`src/rtl/crs_pkg.sv`:
```
// Shared types and constants of the chunk request scheduler.
// Register map, result kinds and the control structs between the sequencer and the chunk map.
// No dependencies.
`timescale 1ns / 1ps
`default_nettype none

package crs_pkg;

   localparam int OFFSET_W    = 20;
   localparam int SIZE_W      = 10;
   localparam int REMAIN_W    = 11;
   localparam int KIND_W      = 3;
   localparam int PER_TURN_W  = 5;
   localparam int COPIES_W    = 2;
   localparam int NUMER_W     = 21;
   localparam int MAX_PER_TURN = 20;

   localparam logic [1:0] REG_TOTAL_BYTES       = 2'd0;
   localparam logic [1:0] REG_REQUESTS_PER_TURN = 2'd1;
   localparam logic [1:0] REG_COPIES_PER_REQ    = 2'd2;

   localparam logic [KIND_W-1:0] KIND_REQUEST   = 3'd0;
   localparam logic [KIND_W-1:0] KIND_DATA_NEW  = 3'd1;
   localparam logic [KIND_W-1:0] KIND_DATA_DUP  = 3'd2;
   localparam logic [KIND_W-1:0] KIND_OUT_RANGE = 3'd3;
   localparam logic [KIND_W-1:0] KIND_ALL_DONE  = 3'd4;

   localparam logic [OFFSET_W-1:0] TOTAL_BYTES_RESET = 20'd1000;
   localparam logic [PER_TURN_W-1:0] PER_TURN_RESET  = 5'd20;
   localparam logic [COPIES_W-1:0] COPIES_RESET      = 2'd2;

   typedef struct packed {
      logic clear_start;
      logic wr_en;
   } map_ctl_type;

   typedef struct packed {
      logic clear_busy;
      logic rd_bit;
   } map_stat_type;

endpackage

`default_nettype wire

```
`src/rtl/crs_chunk_map.sv`:
```
// Received-chunk bitmap: one-bit memory with a registered read port and a clearing sweep.
// Depends on crs_pkg for the control and status structs.
`timescale 1ns / 1ps
`default_nettype none

module crs_chunk_map import crs_pkg::*; #(
   parameter int MAX_CHUNKS = 1024,
   parameter int IDX_W      = 10
) (
   input  wire logic             clock,
   input  wire logic             reset,
   input  wire map_ctl_type      ctl,
   input  wire logic [IDX_W-1:0] rd_addr,
   input  wire logic [IDX_W-1:0] wr_addr,
   output      map_stat_type     stat
);

   logic             mem [MAX_CHUNKS];
   logic             rd_bit_ff;
   logic             busy_ff;
   logic             busy_in;
   logic [IDX_W-1:0] clr_cnt_ff;
   logic [IDX_W-1:0] clr_cnt_in;

   always_comb begin
      busy_in    = busy_ff;
      clr_cnt_in = clr_cnt_ff;
      if (ctl.clear_start) begin
         busy_in    = 1'b1;
         clr_cnt_in = '0;
      end else if (busy_ff) begin
         if (32'(clr_cnt_ff) == MAX_CHUNKS - 1) begin
            busy_in = 1'b0;
         end else begin
            clr_cnt_in = clr_cnt_ff + 1'b1;
         end
      end
   end

   always_ff @(posedge clock) begin
      if (reset) begin
         busy_ff    <= 1'b1;
         clr_cnt_ff <= '0;
      end else begin
         busy_ff    <= busy_in;
         clr_cnt_ff <= clr_cnt_in;
      end
   end

   always_ff @(posedge clock) begin
      if (busy_ff) begin
         mem[clr_cnt_ff] <= 1'b0;
      end else if (ctl.wr_en) begin
         mem[wr_addr] <= 1'b1;
      end
      rd_bit_ff <= mem[rd_addr];
   end

   assign stat.clear_busy = busy_ff;
   assign stat.rd_bit     = rd_bit_ff;

endmodule

`default_nettype wire

```
`src/rtl/crs_chunk_div.sv`:
```
// Division by the chunk size: reciprocal multiply with a registered quotient.
// Exact for every 21-bit numerator; depends on crs_pkg for widths.
`timescale 1ns / 1ps
`default_nettype none

module crs_chunk_div import crs_pkg::*; #(
   parameter int CHUNK_BYTES = 1000
) (
   input  wire logic               clock,
   input  wire logic [NUMER_W-1:0] numer,
   output      logic [NUMER_W-1:0] quo
);

   localparam int    LOG_D  = $clog2(CHUNK_BYTES);
   localparam int    SHIFT  = NUMER_W + LOG_D;
   localparam int    RECIP_W = NUMER_W + 1;
   localparam longint RECIP = ((longint'(1) << SHIFT) + CHUNK_BYTES - 1) / CHUNK_BYTES;
   localparam int    PROD_W = SHIFT + NUMER_W;

   logic [RECIP_W-1:0] recip;
   logic [PROD_W-1:0]  prod;
   logic [NUMER_W-1:0] quo_ff;

   assign recip = RECIP[RECIP_W-1:0];
   assign prod  = PROD_W'(numer) * PROD_W'(recip);

   always_ff @(posedge clock) begin
      quo_ff <= prod[SHIFT +: NUMER_W];
   end

   assign quo = quo_ff;

endmodule

`default_nettype wire

```
`src/rtl/chunk_request_scheduler.sv`:
```
// Chunk request scheduler: a data reply goes through the divider (ST_DMUL, ST_DQUO) and a bitmap
// check (ST_DCHK) before its result is registered; no new request is taken until it is back in
// idle. A turn with nothing missing answers with an all-done result. A turn probes from the pointer,
// skips received chunks and issues copies_per_request requests per missing chunk; the bitmap read
// port sets the probe rate and result stalls hold the turn. Synchronous reset and any total_bytes
// write run a bitmap clear over all MAX_CHUNKS entries plus a sizing step (ST_CLEAR, ST_SIZE), not ready.
`timescale 1ns / 1ps
`default_nettype none

module chunk_request_scheduler import crs_pkg::*; #(
   parameter int MAX_CHUNKS  = 1024,
   parameter int CHUNK_BYTES = 1000
) (
   input  wire logic                  clock,
   input  wire logic                  reset,
   input  wire logic                  req_valid,
   output      logic                  req_ready,
   input  wire logic                  req_action,
   input  wire logic [OFFSET_W-1:0]   req_data_offset,
   output      logic                  rsp_valid,
   input  wire logic                  rsp_ready,
   output      logic [KIND_W-1:0]     rsp_kind,
   output      logic [OFFSET_W-1:0]   rsp_request_offset,
   output      logic [SIZE_W-1:0]     rsp_request_size,
   output      logic [REMAIN_W-1:0]   rsp_chunks_left,
   output      logic                  rsp_last,
   input  wire logic                  psel,
   input  wire logic                  penable,
   input  wire logic                  pwrite,
   input  wire logic [3:0]            paddr,
   input  wire logic [31:0]           pwdata,
   output      logic [31:0]           prdata,
   output      logic                  pready
);

   localparam int     IDX_W = (MAX_CHUNKS > 1) ? $clog2(MAX_CHUNKS) : 1;
   localparam int     CNT_W = $clog2(MAX_CHUNKS + 1);
   localparam longint CAP   = longint'(MAX_CHUNKS) * longint'(CHUNK_BYTES);

   typedef enum logic [9:0] {
      ST_CLEAR  = 10'b00_0000_0001,
      ST_SIZE   = 10'b00_0000_0010,
      ST_IDLE   = 10'b00_0000_0100,
      ST_DMUL   = 10'b00_0000_1000,
      ST_DQUO   = 10'b00_0001_0000,
      ST_DCHK   = 10'b00_0010_0000,
      ST_FINISH = 10'b00_0100_0000,
      ST_PROBE  = 10'b00_1000_0000,
      ST_CHECK  = 10'b01_0000_0000,
      ST_EMIT   = 10'b10_0000_0000
   } state_type;

   state_type state_ff, state_in;

   logic [OFFSET_W-1:0]   total_ff, total_in;
   logic [PER_TURN_W-1:0] rpt_ff, rpt_in;
   logic [COPIES_W-1:0]   cpr_ff, cpr_in;

   logic [CNT_W-1:0]      chunks_ff, chunks_in;
   logic [CNT_W-1:0]      recv_ff, recv_in;
   logic [IDX_W-1:0]      ptr_ff, ptr_in;
   logic [OFFSET_W-1:0]   off_ff, off_in;
   logic [CNT_W-1:0]      probes_ff, probes_in;
   logic [PER_TURN_W-1:0] n_ff, n_in;
   logic [PER_TURN_W-1:0] issued_ff, issued_in;
   logic [COPIES_W-1:0]   copies_ff, copies_in;
   logic [COPIES_W-1:0]   copy_ff, copy_in;
   logic [OFFSET_W-1:0]   op_ff, op_in;
   logic [IDX_W-1:0]      idx_ff, idx_in;
   logic                  oor_ff, oor_in;

   logic                  out_valid_ff, out_valid_in;
   logic [KIND_W-1:0]     out_kind_ff, out_kind_in;
   logic [OFFSET_W-1:0]   out_off_ff, out_off_in;
   logic [SIZE_W-1:0]     out_size_ff, out_size_in;
   logic [REMAIN_W-1:0]   out_rem_ff, out_rem_in;
   logic                  out_last_ff, out_last_in;

   logic                  cfg_wr;
   logic                  out_free;
   logic                  load;
   logic [OFFSET_W-1:0]   eff;
   logic [NUMER_W-1:0]    numer;
   logic [NUMER_W-1:0]    quo;
   logic [CNT_W-1:0]      rem;
   logic [PER_TURN_W-1:0] rpt1, rpt_cap, n_turn;
   logic                  ptr_wrap;
   logic [IDX_W-1:0]      ptr_next;
   logic [OFFSET_W-1:0]   off_next;
   logic [OFFSET_W-1:0]   size_full;
   logic                  probe_end;
   logic                  turn_end;
   logic [IDX_W-1:0]      rd_addr;
   map_ctl_type           map_ctl;
   map_stat_type          map_stat;

   assign cfg_wr   = psel && penable && pwrite && pready;
   assign pready   = 1'b1;
   assign out_free = !out_valid_ff || rsp_ready;

   always_comb begin
      unique case (paddr[3:2])
         REG_TOTAL_BYTES:       prdata = 32'(total_ff);
         REG_REQUESTS_PER_TURN: prdata = 32'(rpt_ff);
         REG_COPIES_PER_REQ:    prdata = 32'(cpr_ff);
         default:               prdata = '0;
      endcase
   end

   assign eff   = (32'(total_ff) > CAP[31:0]) ? CAP[OFFSET_W-1:0] : total_ff;
   assign numer = (state_ff == ST_CLEAR || state_ff == ST_SIZE)
                ? NUMER_W'(eff) + NUMER_W'(CHUNK_BYTES - 1) : NUMER_W'(op_ff);
   assign rem   = (chunks_ff > recv_ff) ? chunks_ff - recv_ff : '0;

   assign rpt1    = (rpt_ff == '0) ? PER_TURN_W'(1) : rpt_ff;
   assign rpt_cap = (32'(rpt1) > MAX_PER_TURN) ? PER_TURN_W'(MAX_PER_TURN) : rpt1;
   assign n_turn  = (32'(rem) < 32'(rpt_cap)) ? PER_TURN_W'(rem) : rpt_cap;

   assign ptr_wrap  = (32'(ptr_ff) + 1 >= 32'(chunks_ff));
   assign ptr_next  = ptr_wrap ? '0 : ptr_ff + 1'b1;
   assign off_next  = ptr_wrap ? '0 : off_ff + OFFSET_W'(CHUNK_BYTES);
   assign size_full = (32'(ptr_ff) + 1 == 32'(chunks_ff))
                    ? eff - off_ff : OFFSET_W'(CHUNK_BYTES);
   assign probe_end = (32'(probes_ff) + 1 >= 32'(chunks_ff));
   assign turn_end  = (issued_ff + 1'b1 == n_ff) || probe_end;

   always_comb begin
      if (state_ff == ST_CHECK && map_stat.rd_bit) begin
         rd_addr = ptr_next;
      end else if (state_ff == ST_DQUO) begin
         rd_addr = quo[IDX_W-1:0];
      end else if (state_ff == ST_DCHK) begin
         rd_addr = idx_ff;
      end else begin
         rd_addr = ptr_ff;
      end
   end

   always_comb begin
      state_in    = state_ff;
      total_in    = total_ff;
      rpt_in      = rpt_ff;
      cpr_in      = cpr_ff;
      chunks_in   = chunks_ff;
      recv_in     = recv_ff;
      ptr_in      = ptr_ff;
      off_in      = off_ff;
      probes_in   = probes_ff;
      n_in        = n_ff;
      issued_in   = issued_ff;
      copies_in   = copies_ff;
      copy_in     = copy_ff;
      op_in       = op_ff;
      idx_in      = idx_ff;
      oor_in      = oor_ff;
      load        = 1'b0;
      out_kind_in = out_kind_ff;
      out_off_in  = out_off_ff;
      out_size_in = out_size_ff;
      out_rem_in  = out_rem_ff;
      out_last_in = out_last_ff;
      map_ctl     = '0;

      unique case (state_ff)
         ST_CLEAR: begin
            if (!map_stat.clear_busy) begin
               state_in = ST_SIZE;
            end
         end
         ST_SIZE: begin
            chunks_in = quo[CNT_W-1:0];
            state_in  = ST_IDLE;
         end
         ST_IDLE: begin
            if (req_valid) begin
               if (req_action) begin
                  op_in    = req_data_offset;
                  state_in = ST_DMUL;
               end else if (rem == '0) begin
                  state_in = ST_FINISH;
               end else begin
                  n_in      = n_turn;
                  copies_in = (cpr_ff == '0) ? COPIES_W'(1) : cpr_ff;
                  issued_in = '0;
                  probes_in = '0;
                  copy_in   = '0;
                  if (32'(ptr_ff) >= 32'(chunks_ff)) begin
                     ptr_in = '0;
                     off_in = '0;
                  end
                  state_in = ST_PROBE;
               end
            end
         end
         ST_DMUL: begin
            state_in = ST_DQUO;
         end
         ST_DQUO: begin
            idx_in   = quo[IDX_W-1:0];
            oor_in   = (32'(quo) >= 32'(chunks_ff));
            state_in = ST_DCHK;
         end
         ST_DCHK: begin
            if (out_free) begin
               load        = 1'b1;
               out_off_in  = '0;
               out_size_in = '0;
               out_last_in = 1'b1;
               out_rem_in  = REMAIN_W'(rem);
               if (oor_ff) begin
                  out_kind_in = KIND_OUT_RANGE;
               end else if (map_stat.rd_bit) begin
                  out_kind_in = KIND_DATA_DUP;
               end else begin
                  out_kind_in    = KIND_DATA_NEW;
                  out_rem_in     = REMAIN_W'(rem - 1'b1);
                  recv_in        = recv_ff + 1'b1;
                  map_ctl.wr_en  = 1'b1;
               end
               state_in = ST_IDLE;
            end
         end
         ST_FINISH: begin
            if (out_free) begin
               load        = 1'b1;
               out_kind_in = KIND_ALL_DONE;
               out_off_in  = '0;
               out_size_in = '0;
               out_rem_in  = '0;
               out_last_in = 1'b1;
               state_in    = ST_IDLE;
            end
         end
         ST_PROBE: begin
            state_in = ST_CHECK;
         end
         ST_CHECK: begin
            if (map_stat.rd_bit) begin
               ptr_in    = ptr_next;
               off_in    = off_next;
               probes_in = probes_ff + 1'b1;
               if (probe_end) begin
                  state_in = ST_IDLE;
               end
            end else begin
               copy_in  = '0;
               state_in = ST_EMIT;
            end
         end
         ST_EMIT: begin
            if (out_free) begin
               load        = 1'b1;
               out_kind_in = KIND_REQUEST;
               out_off_in  = off_ff;
               out_size_in = size_full[SIZE_W-1:0];
               out_rem_in  = REMAIN_W'(rem);
               out_last_in = 1'b0;
               copy_in     = copy_ff + 1'b1;
               if (copy_ff + 1'b1 == copies_ff) begin
                  out_last_in = turn_end;
                  issued_in   = issued_ff + 1'b1;
                  probes_in   = probes_ff + 1'b1;
                  ptr_in      = ptr_next;
                  off_in      = off_next;
                  state_in    = turn_end ? ST_IDLE : ST_PROBE;
               end
            end
         end
         default: begin
            state_in = ST_IDLE;
         end
      endcase

      if (cfg_wr) begin
         unique case (paddr[3:2])
            REG_TOTAL_BYTES: begin
               total_in            = pwdata[OFFSET_W-1:0];
               recv_in             = '0;
               ptr_in              = '0;
               off_in              = '0;
               map_ctl.clear_start = 1'b1;
               state_in            = ST_CLEAR;
            end
            REG_REQUESTS_PER_TURN: rpt_in = pwdata[PER_TURN_W-1:0];
            REG_COPIES_PER_REQ:    cpr_in = pwdata[COPIES_W-1:0];
            default: begin
            end
         endcase
      end

      out_valid_in = load ? 1'b1 : (out_valid_ff && !rsp_ready);
   end

   always_ff @(posedge clock) begin
      if (reset) begin
         state_ff     <= ST_CLEAR;
         total_ff     <= TOTAL_BYTES_RESET;
         rpt_ff       <= PER_TURN_RESET;
         cpr_ff       <= COPIES_RESET;
         recv_ff      <= '0;
         ptr_ff       <= '0;
         off_ff       <= '0;
         out_valid_ff <= 1'b0;
      end else begin
         state_ff     <= state_in;
         total_ff     <= total_in;
         rpt_ff       <= rpt_in;
         cpr_ff       <= cpr_in;
         recv_ff      <= recv_in;
         ptr_ff       <= ptr_in;
         off_ff       <= off_in;
         out_valid_ff <= out_valid_in;
      end
   end

   always_ff @(posedge clock) begin
      chunks_ff   <= chunks_in;
      probes_ff   <= probes_in;
      n_ff        <= n_in;
      issued_ff   <= issued_in;
      copies_ff   <= copies_in;
      copy_ff     <= copy_in;
      op_ff       <= op_in;
      idx_ff      <= idx_in;
      oor_ff      <= oor_in;
      out_kind_ff <= out_kind_in;
      out_off_ff  <= out_off_in;
      out_size_ff <= out_size_in;
      out_rem_ff  <= out_rem_in;
      out_last_ff <= out_last_in;
   end

   crs_chunk_div #(
      .CHUNK_BYTES(CHUNK_BYTES)
   ) u_div (
      .clock(clock),
      .numer(numer),
      .quo  (quo)
   );

   crs_chunk_map #(
      .MAX_CHUNKS(MAX_CHUNKS),
      .IDX_W     (IDX_W)
   ) u_map (
      .clock  (clock),
      .reset  (reset),
      .ctl    (map_ctl),
      .rd_addr(rd_addr),
      .wr_addr(idx_ff),
      .stat   (map_stat)
   );

   assign req_ready          = (state_ff == ST_IDLE);
   assign rsp_valid          = out_valid_ff;
   assign rsp_kind           = out_kind_ff;
   assign rsp_request_offset = out_off_ff;
   assign rsp_request_size   = out_size_ff;
   assign rsp_chunks_left    = out_rem_ff;
   assign rsp_last           = out_last_ff;

`ifndef NO_ASSERTIONS
   a_ready_after_clear: assert property (@(posedge clock) disable iff (reset)
      req_ready |-> !map_stat.clear_busy)
      else $error("request taken during bitmap clear");

   a_count_bound: assert property (@(posedge clock) disable iff (reset)
      state_ff == ST_IDLE |-> recv_ff <= chunks_ff)
      else $error("received count exceeds chunk count");

   a_emit_bound: assert property (@(posedge clock) disable iff (reset)
      state_ff == ST_EMIT |-> issued_ff < n_ff && copy_ff < copies_ff)
      else $error("turn emits past its request limit");
`endif

endmodule

`default_nettype wire
```
`config.mk`:
```
export PLATFORM = sky130hd
export DESIGN_NAME = chunk_request_scheduler
export DESIGN_NICKNAME = d
export VERILOG_FILES = /design/src/rtl/crs_pkg.sv /design/src/rtl/crs_chunk_map.sv /design/src/rtl/crs_chunk_div.sv /design/src/rtl/chunk_request_scheduler.sv
export SDC_FILE = /design/constraint.sdc
export NUM_CORES = 2
export LEC_CHECK = 0
export BUFFER_PORTS_ARGS = -buffer_cell sky130_fd_sc_hd__buf_4
export CORE_UTILIZATION = 63
export DETAILED_ROUTE_END_ITERATION = 10
export PLACE_DENSITY = 0.86
export SLEW_MARGIN = 20
export SYNTH_ARGS = -nofsm -noshare
export SYNTH_HDL_FRONTEND = slang
export SYNTH_SLANG_ARGS = --single-unit
export TNS_END_PERCENT = 100
```
`constraint.sdc`:
```
create_clock -name clock -period 17.8 [get_ports clock]
set_input_delay 4.45 -clock clock [delete_from_list [all_inputs] [get_ports clock]]
set_output_delay 4.45 -clock clock [all_outputs]
set_load 0.1 [all_outputs]
```
== After elaboration in Yosys (flattened, before gate mapping) ==
Memory sizes are Yosys's and may differ from the RTL's. A register that Yosys moved wholly into a read port is not among the register bits.
Cells that the tools add are included.

* RAM bits: 1024
* Register bits: 214
* Memories: 1
* Output and inout bits: 80

* Bitwise logic cells: 3
* Eq/ne operators: 26
* Order comparisons: 8
* Reduce and logical (&&, ||, !) cells: 32
* Mux-type cells: 112
* Multiply operators: 1
* $add $sub $neg: 13

{| class="wikitable"
|+ Memory list
! memory !! depth !! bits a word !! rd ports !! clocked after memory_dff !! wr ports !! line !! text
|-
| u_map.mem || 1024 || 1 || 1 || 1 || 1 || crs_chunk_map.sv:18 || <nowiki>logic mem [MAX_CHUNKS];</nowiki>
|}

{| class="wikitable"
|+ Operators by type and width
! cell !! count
|-
| $mux 10 || 26
|-
| $mux 20 || 13
|-
| $mux 11 || 18
|-
| $pmux 20 s3 || 2
|-
| $pmux 10 s8 || 1
|-
| $pmux 11 s3 || 2
|-
| $mul 21x20->41 const B || 1
|-
| $mux 5 || 8
|-
| $pmux 20 s2 || 1
|-
| $ge 32x11->1 || 1
|-
| $pmux 10 s3 || 1
|-
| $ge 12x11->1 || 2
|-
| $mux 8 || 3
|-
| $add 11x1->11 const B || 2
|-
| $add 20x10->21 const B || 1
|-
| $mux 1 || 21
|-
| $mux 21 || 1
|-
| $add 10x1->10 const B || 2
|-
| $add 20x10->20 const B || 1
|-
| $eq 10x10->1 const B || 2
|-
| $gt 20x20->1 const B || 1
|-
| $pmux 10 s2 || 1
|-
| $ne 2x2->1 const B || 8
|-
| $mux 2 || 7
|-
| other kinds (48) || 69
|}

== Depth between registers and ports, before layout ==
* Word-level depth: 9
* Depth in mapped cells: 44
* Mapped depth without buffers: 41

== Hierarchy ==
A second synthesis with hierarchy kept.

* Cells, all modules: 5022
* Area, all modules: 62391.1 um^2

{| class="wikitable"
|+ By module, submodules not included
! module !! cells an instance !! area an instance (um^2) !! instances
|-
| crs_chunk_map || 3220 || 45230.9 || 1
|-
| chunk_request_scheduler || 1225 || 11472.3 || 1
|-
| crs_chunk_div || 577 || 5688.0 || 1
|}

== Least setup slack after synthesis ==
OpenSTA, ideal clock, no wires.

* Path type: input to register
* Start: input rsp_ready
* End: memory u_map.mem[751] (enable)
* Stages: 10
* Buffers on the path: 4
* Library setup time: 0.254 ns
* Slack: 3.226 ns
* Required time: 17.546 ns
* Data arrival time: 14.320 ns
* Path through: nor2b_1 nor4_2 and2_1 buf_4 buf_4 buf_2 o21ai_1 nand2_1 clkbuf_1 nor2_1

* Cells in the longest elaborated chain, start to end: 8
* Elaborated cells on any way between the ends: 9

{| class="wikitable"
|+ RTL lines
! item !! line !! text
|-
| start: declaration || chunk_request_scheduler.sv:21 || <nowiki>input wire logic rsp_ready,</nowiki>
|-
| $logic_or 1x1->1 * || chunk_request_scheduler.sv:99 || <nowiki>assign out_free = !out_valid_ff || rsp_ready;</nowiki>
|-
| $mux 1 * || chunk_request_scheduler.sv:204 || <nowiki>if (out_free) begin</nowiki>
|-
| $mux 1 * || chunk_request_scheduler.sv:164 || <nowiki>unique case (state_ff)</nowiki>
|-
| $mux 1 * || crs_chunk_map.sv:53 || <nowiki>end else if (ctl.wr_en) begin</nowiki>
|-
| $mux 1 * || crs_chunk_map.sv:51 || <nowiki>if (busy_ff) begin</nowiki>
|-
| $mux 1 (implied by the code) * || crs_chunk_map.sv:54 || <nowiki>mem[wr_addr] <= 1'b1;</nowiki>
|-
| $reduce_or 1->1 (no source line) || - ||
|-
| $mux 10 (no source line) / $mux 1 (equally long branches) || - ||
|-
| end: declaration || crs_chunk_map.sv:18 ||
|}

Every way passes the cells marked *; elsewhere a longest branch is shown, timed or not.

== Worst setup path in the final report ==
* Start: register total_ff[6]
* End: register u_div.quo_ff[9] (netlist: u_div.quo[9])

* Cells in the longest elaborated chain, start to end: 5

{| class="wikitable"
|+ RTL lines
! item !! line !! text
|-
| start: declaration || chunk_request_scheduler.sv:55 || <nowiki>logic [OFFSET_W-1:0] total_ff, total_in;</nowiki>
|-
| start signal: assignment || chunk_request_scheduler.sv:306 || <nowiki>total_ff <= total_in;</nowiki>
|-
| $gt 20x20->1 || chunk_request_scheduler.sv:110 || <nowiki>assign eff = (32'(total_ff) > CAP[31:0]) ? CAP[OFFSET_W-1:0] : total_ff;</nowiki>
|-
| $mux 20 * || chunk_request_scheduler.sv:110 ||
|-
| $add 20x10->21 * || chunk_request_scheduler.sv:112 || <nowiki>? NUMER_W'(eff) + NUMER_W'(CHUNK_BYTES - 1) : NUMER_W'(op_ff);</nowiki>
|-
| $mux 21 * || chunk_request_scheduler.sv:112 ||
|-
| $mul 21x20->41 * || crs_chunk_div.sv:25 || <nowiki>assign prod = PROD_W'(numer) * PROD_W'(recip);</nowiki>
|-
| net u_div.prod[40] || crs_chunk_div.sv:21 || <nowiki>logic [PROD_W-1:0] prod;</nowiki>
|-
| end signal: assignment || crs_chunk_div.sv:28 || <nowiki>quo_ff <= prod[SHIFT +: NUMER_W];</nowiki>
|-
| end: declaration || crs_chunk_div.sv:22 || <nowiki>logic [NUMER_W-1:0] quo_ff;</nowiki>
|}

Mark *: on every way through the listed nets, which the timed path passes. The rest lies on a longest branch.
A chain may end at the register's enable or synchronous reset.

==> flow_summary_export.csv <==
group,metric,value,unit
status,status,"finished with violations",
status,violations,"DRC",
timing,setup_viol,0,
critical_path,critPathMostFrequentCell,"fa_1",
critical_path,crit_start,"total_ff[6]",
power,total_power,7580,µW
critical_path,r2r_end,"u_div.quo[9]",
synthesis,synthFlopType,"edfxtp_1",
floorplan,io_pins,144,
power,combPwrFrac,24.4,%
timing,fin_crit_sh,57.1,%
finish,layout.nets,6236,
power,p_sw,2190,µW
timing,max_freq,98.3,MHz
detailed_routing,num_vias,48300,
power,irDropWorstVdd,0.223,mV
floorplan,rows,115,
cts,cts_setup_buffers,0,
power,power.leakage,0.0260,µW
finish,syn_to_final_growth,8.85,%
grt,gr-total-overflow,0,
timing,finalCriticalPeriod,10170,ps
detailed_routing,drcViolationCount,4,
floorplan,fp.dieW,319,µm
finish,regArea,36200,µm²
finish,final_area,68700,µm²
critical_path,max_stage_delay,770,ps
critical_path,cp-start-kind,"register",
synthesis,synth.distinct_cells,93,
detailed_routing,ant_nets,0,
critical_path,r2r_cells,34,
synthesis,synth-edff-count,1136,
floorplan,start_util,63.9,%
power,seqPwrFrac,41.8,%
synthesis,synth_area,63100,µm²
timing,hold_ws,452,ps
power,power.internal,5390,µW
timing,finalMaxSlewViolations,0,
critical_path,timing.critical_path.buf_inv,4,
detailed_routing,totalWireLength,184000,µm
power,swShare,28.9,%
synthesis,synthCells,5915,
cts,cts_hold_buf,0,
run,maxCapViolCount,0,
floorplan,dieArea,101000,µm²
cts,clockBufferDepth,3,
min_path,whs_path_depth,0,
finish,drive_gt1_share,8.46,%
placed_design,gp_congestion,0.946,
placed_design,hpwl,106000,µm
grt,antenna_found_initial,7,
cts,cts_resized,0,
timing,rsz0062_at_grt,"no",
critical_path,critPathMaxFanout,22,
min_path,min-delay-start,"u_div.quo[10]",
cts,clk_pin_slew,60,ps
critical_path,crit_type,"reg -> reg",
timing,finalHoldViolCount,0,
critical_path,rrSetupSlack,7630,ps
critical_path,arrival,10820,ps
min_path,min_to,"chunks_ff[10]",
floorplan,dieHeight,319,µm
grt,globalRouteMet1Util,42.6,%
critical_path,r2r-start,"total_ff[6]",
placed_design,port_buffers,116,
synthesis,ys_seq_area_share,57.3,%
cts,clkLatencyLatePin,800,ps
synthesis,yosys_warnings,0,
timing,finalSetupTns,0,ps
placed_design,placed_cell_area,64700,µm²
synthesis,async_flop_share,0,%
grt,grt_busiest_layer,"met2",
critical_path,end_kind,"register",
timing,fin_ws,7630,ps
timing,finClkSkew,101,ps
floorplan,core,98900,µm²
grt,track_usage,35.4,%
critical_path,critPathRequiredTime,18450,ps
timing,worst_slew_pin_slew,1200,ps
grt,grt_pass1_vias,47200,
grt,grt_use_met3,9.50,%
synthesis,avgSynthCellArea,10.7,µm²
placed_design,place_ws,7720,ps
cts,root_buffer,"clkbuf_16",
critical_path,critical_path.top_delay_family,"adder cells",
detailed_routing,drt-wirelength-per-cell,25.5,µm
grt,grt_pass1_wl,272000,µm
power,pwr-share-clk,33.8,%
cts,cts_buffers,119,
detailed_routing,dr.pass1.iters,11,
finish,multi_input_area,24400,µm²
min_path,hold_path.class,"reg -> reg",
cts,cts_tree,"yes",
cts,cts_sinks,1239,
timing,slew_headroom,19.2,%
synthesis,synth-seq-cells,1239,
power,p_per_area,110,nW/µm²
grt,use_met2,56.6,%
cts,cts-htree-levels,3,
detailed_routing,viasPerCell,6.68,
grt,grt_max_degree,251,
critical_path,slowest_stage,"a31oi_1",
finish,fillers,6523,
detailed_routing,first_iter_violations,7974,
==> final cells by class <==
type / instances / share of cell area, %
antenna: 4 / 0.0146
clock inverter: 76 / 1.14
tap: 1287 / 2.34
clock buffer: 149 / 4.59
timing repair buffer: 216 / 2.43
sequential: 1239 / 52.6
multi-input combinational: 4004 / 35.5
inverter: 250 / 1.37
==> cell families after synthesis <==
| group | after synthesis | share of synthesized area, % |
|---|---|---|
| AND/OR/NAND/NOR | 2566 | 17.2 |
| flip-flops | 1239 | 57.3 |
| multiplexers | 228 | 3.63 |
| buffers and inverters | 690 | 4.66 |
| AO/OA/AOI/OAI | 768 | 8.19 |
| other | 2 | 0.0119 |
| XOR/XNOR | 80 | 1.11 |
| adder cells (fa/ha/maj) | 342 | 7.88 |
==> stage by stage <==
step                      instances  utilization (%)
after global placement         6995             65.4
final                          7225             69.5
after global routing           7221             69.5
after floorplan                5933                -
after CTS                      7220             69.4
after detailed placement       6995             65.4
==> state kept, by name, indices dropped and copies added (netlist names), 11 cells and up <==
name                cells
recv_ff                11
total_ff               20
probes_ff              11
rsp_request_offset     20
off_ff                 20
u_div.quo              12
u_map.mem            1024
rsp_chunks_left        11
chunks_ff              11
op_ff                  20
==> layer usage <==
layer | vias up | share of wire (%)
li1 | 20600 | -
met1 | 22900 | 33
met2 | 3792 | 46
met3 | 984 | 14
met4 | 6 | 7.2
met5 | - | 0.042
==> cell usage after synthesis (all sizes together), types with 9 or more instances <==
| cell type | count | share of area (%) |
|---|---|---|
| nor2 | 1187 | 7.1 |
| edfxtp | 1136 | 54 |
| nand2 | 802 | 4.8 |
| clkbuf | 260 | 1.5 |
| nand3 | 259 | 2.1 |
| inv | 250 | 1.5 |
| ha | 249 | 4.9 |
| mux2i | 220 | 3.5 |
| buf | 180 | 1.6 |
| a21oi | 178 | 1.4 |
| o21ai | 132 | 1.1 |
| dfxtp | 103 | 3.3 |
| fa | 93 | 2.9 |
| a31oi | 58 | 0.57 |
| nand4 | 48 | 0.50 |
| and2 | 47 | 0.47 |
| xnor2 | 46 | 0.64 |
| a211oi | 45 | 0.54 |
| nor3 | 43 | 0.36 |
| o22ai | 39 | 0.39 |
| and3 | 37 | 0.37 |
| xor2 | 34 | 0.47 |
| a21boi | 33 | 0.39 |
| a21o | 32 | 0.38 |
| a2111oi | 28 | 0.40 |
| nand2b | 27 | 0.27 |
| nor2b | 26 | 0.26 |
| or3 | 24 | 0.24 |
| nor4 | 23 | 0.29 |
| o2111ai | 23 | 0.32 |
| o211ai | 23 | 0.27 |
| o221ai | 20 | 0.28 |
| a311oi | 17 | 0.24 |
| a211o | 16 | 0.22 |
| a41oi | 16 | 0.22 |
| a32oi | 12 | 0.17 |
| or2 | 12 | 0.12 |
| a221oi | 11 | 0.15 |
| a32o | 10 | 0.16 |
| nand3b | 9 | 0.11 |
| o21a | 9 | 0.11 |
| o31ai | 9 | 0.11 |
==> worst max path at each step <==
stage | endpoint | slack [ps] | cells past startpoint
floorplan | u_map.mem[751] | 3230 | 10
global route | u_div.quo[9] | 6970 | 39
detailed placement | prdata[10] | 7720 | 4
CTS | prdata[10] | 7710 | 4
finish | u_div.quo[9] | 7630 | 34
global placement | prdata[16] | 7810 | 4
==> layout by cell type, fill, tap and decap left out, drive strengths merged, types with 24 or more instances in the layout <==
cell type	count
and2	47
fa	93
ha	249
a21boi	33
xnor2	46
a31oi	58
edfxtp	1136
nand2b	27
nor2	1187
inv	252
dfxtp	103
nor3	43
nand4	48
a211oi	45
clkbuf	149
or3	24
a21oi	178
nand3	259
clkinv	58
o22ai	39
nor2b	26
buf	216
nand2	802
a2111oi	28
and3	37
o21ai	132
a21o	32
mux2i	220
xor2	34
==> power groups by stage <==
stage / Clock, µW / Combinational, µW / Sequential (µW)
floorplan: 0 / 1350 / 3220
global placement: 0 / 1740 / 3230
detailed placement: 0 / 1830 / 3230
CTS: 2550 / 1850 / 3170
global route: 2660 / 2150 / 3170
finish: 2560 / 1850 / 3170
==> worst reg2reg max path: cells and delay by family (launching register included) <==
| kind | cells | cell delay, ps |
|---|---|---|
| xor gates and xnor gates | 2 | 330 |
| buffers and inverters | 4 | 200 |
| and+or+nand+nor | 7 | 2020 |
| DFF | 1 | 420 |
| AOI/OAI and AO/OA | 12 | 3440 |
| adders and majority gates | 9 | 3690 |
(Power assumes the default switching activity.)
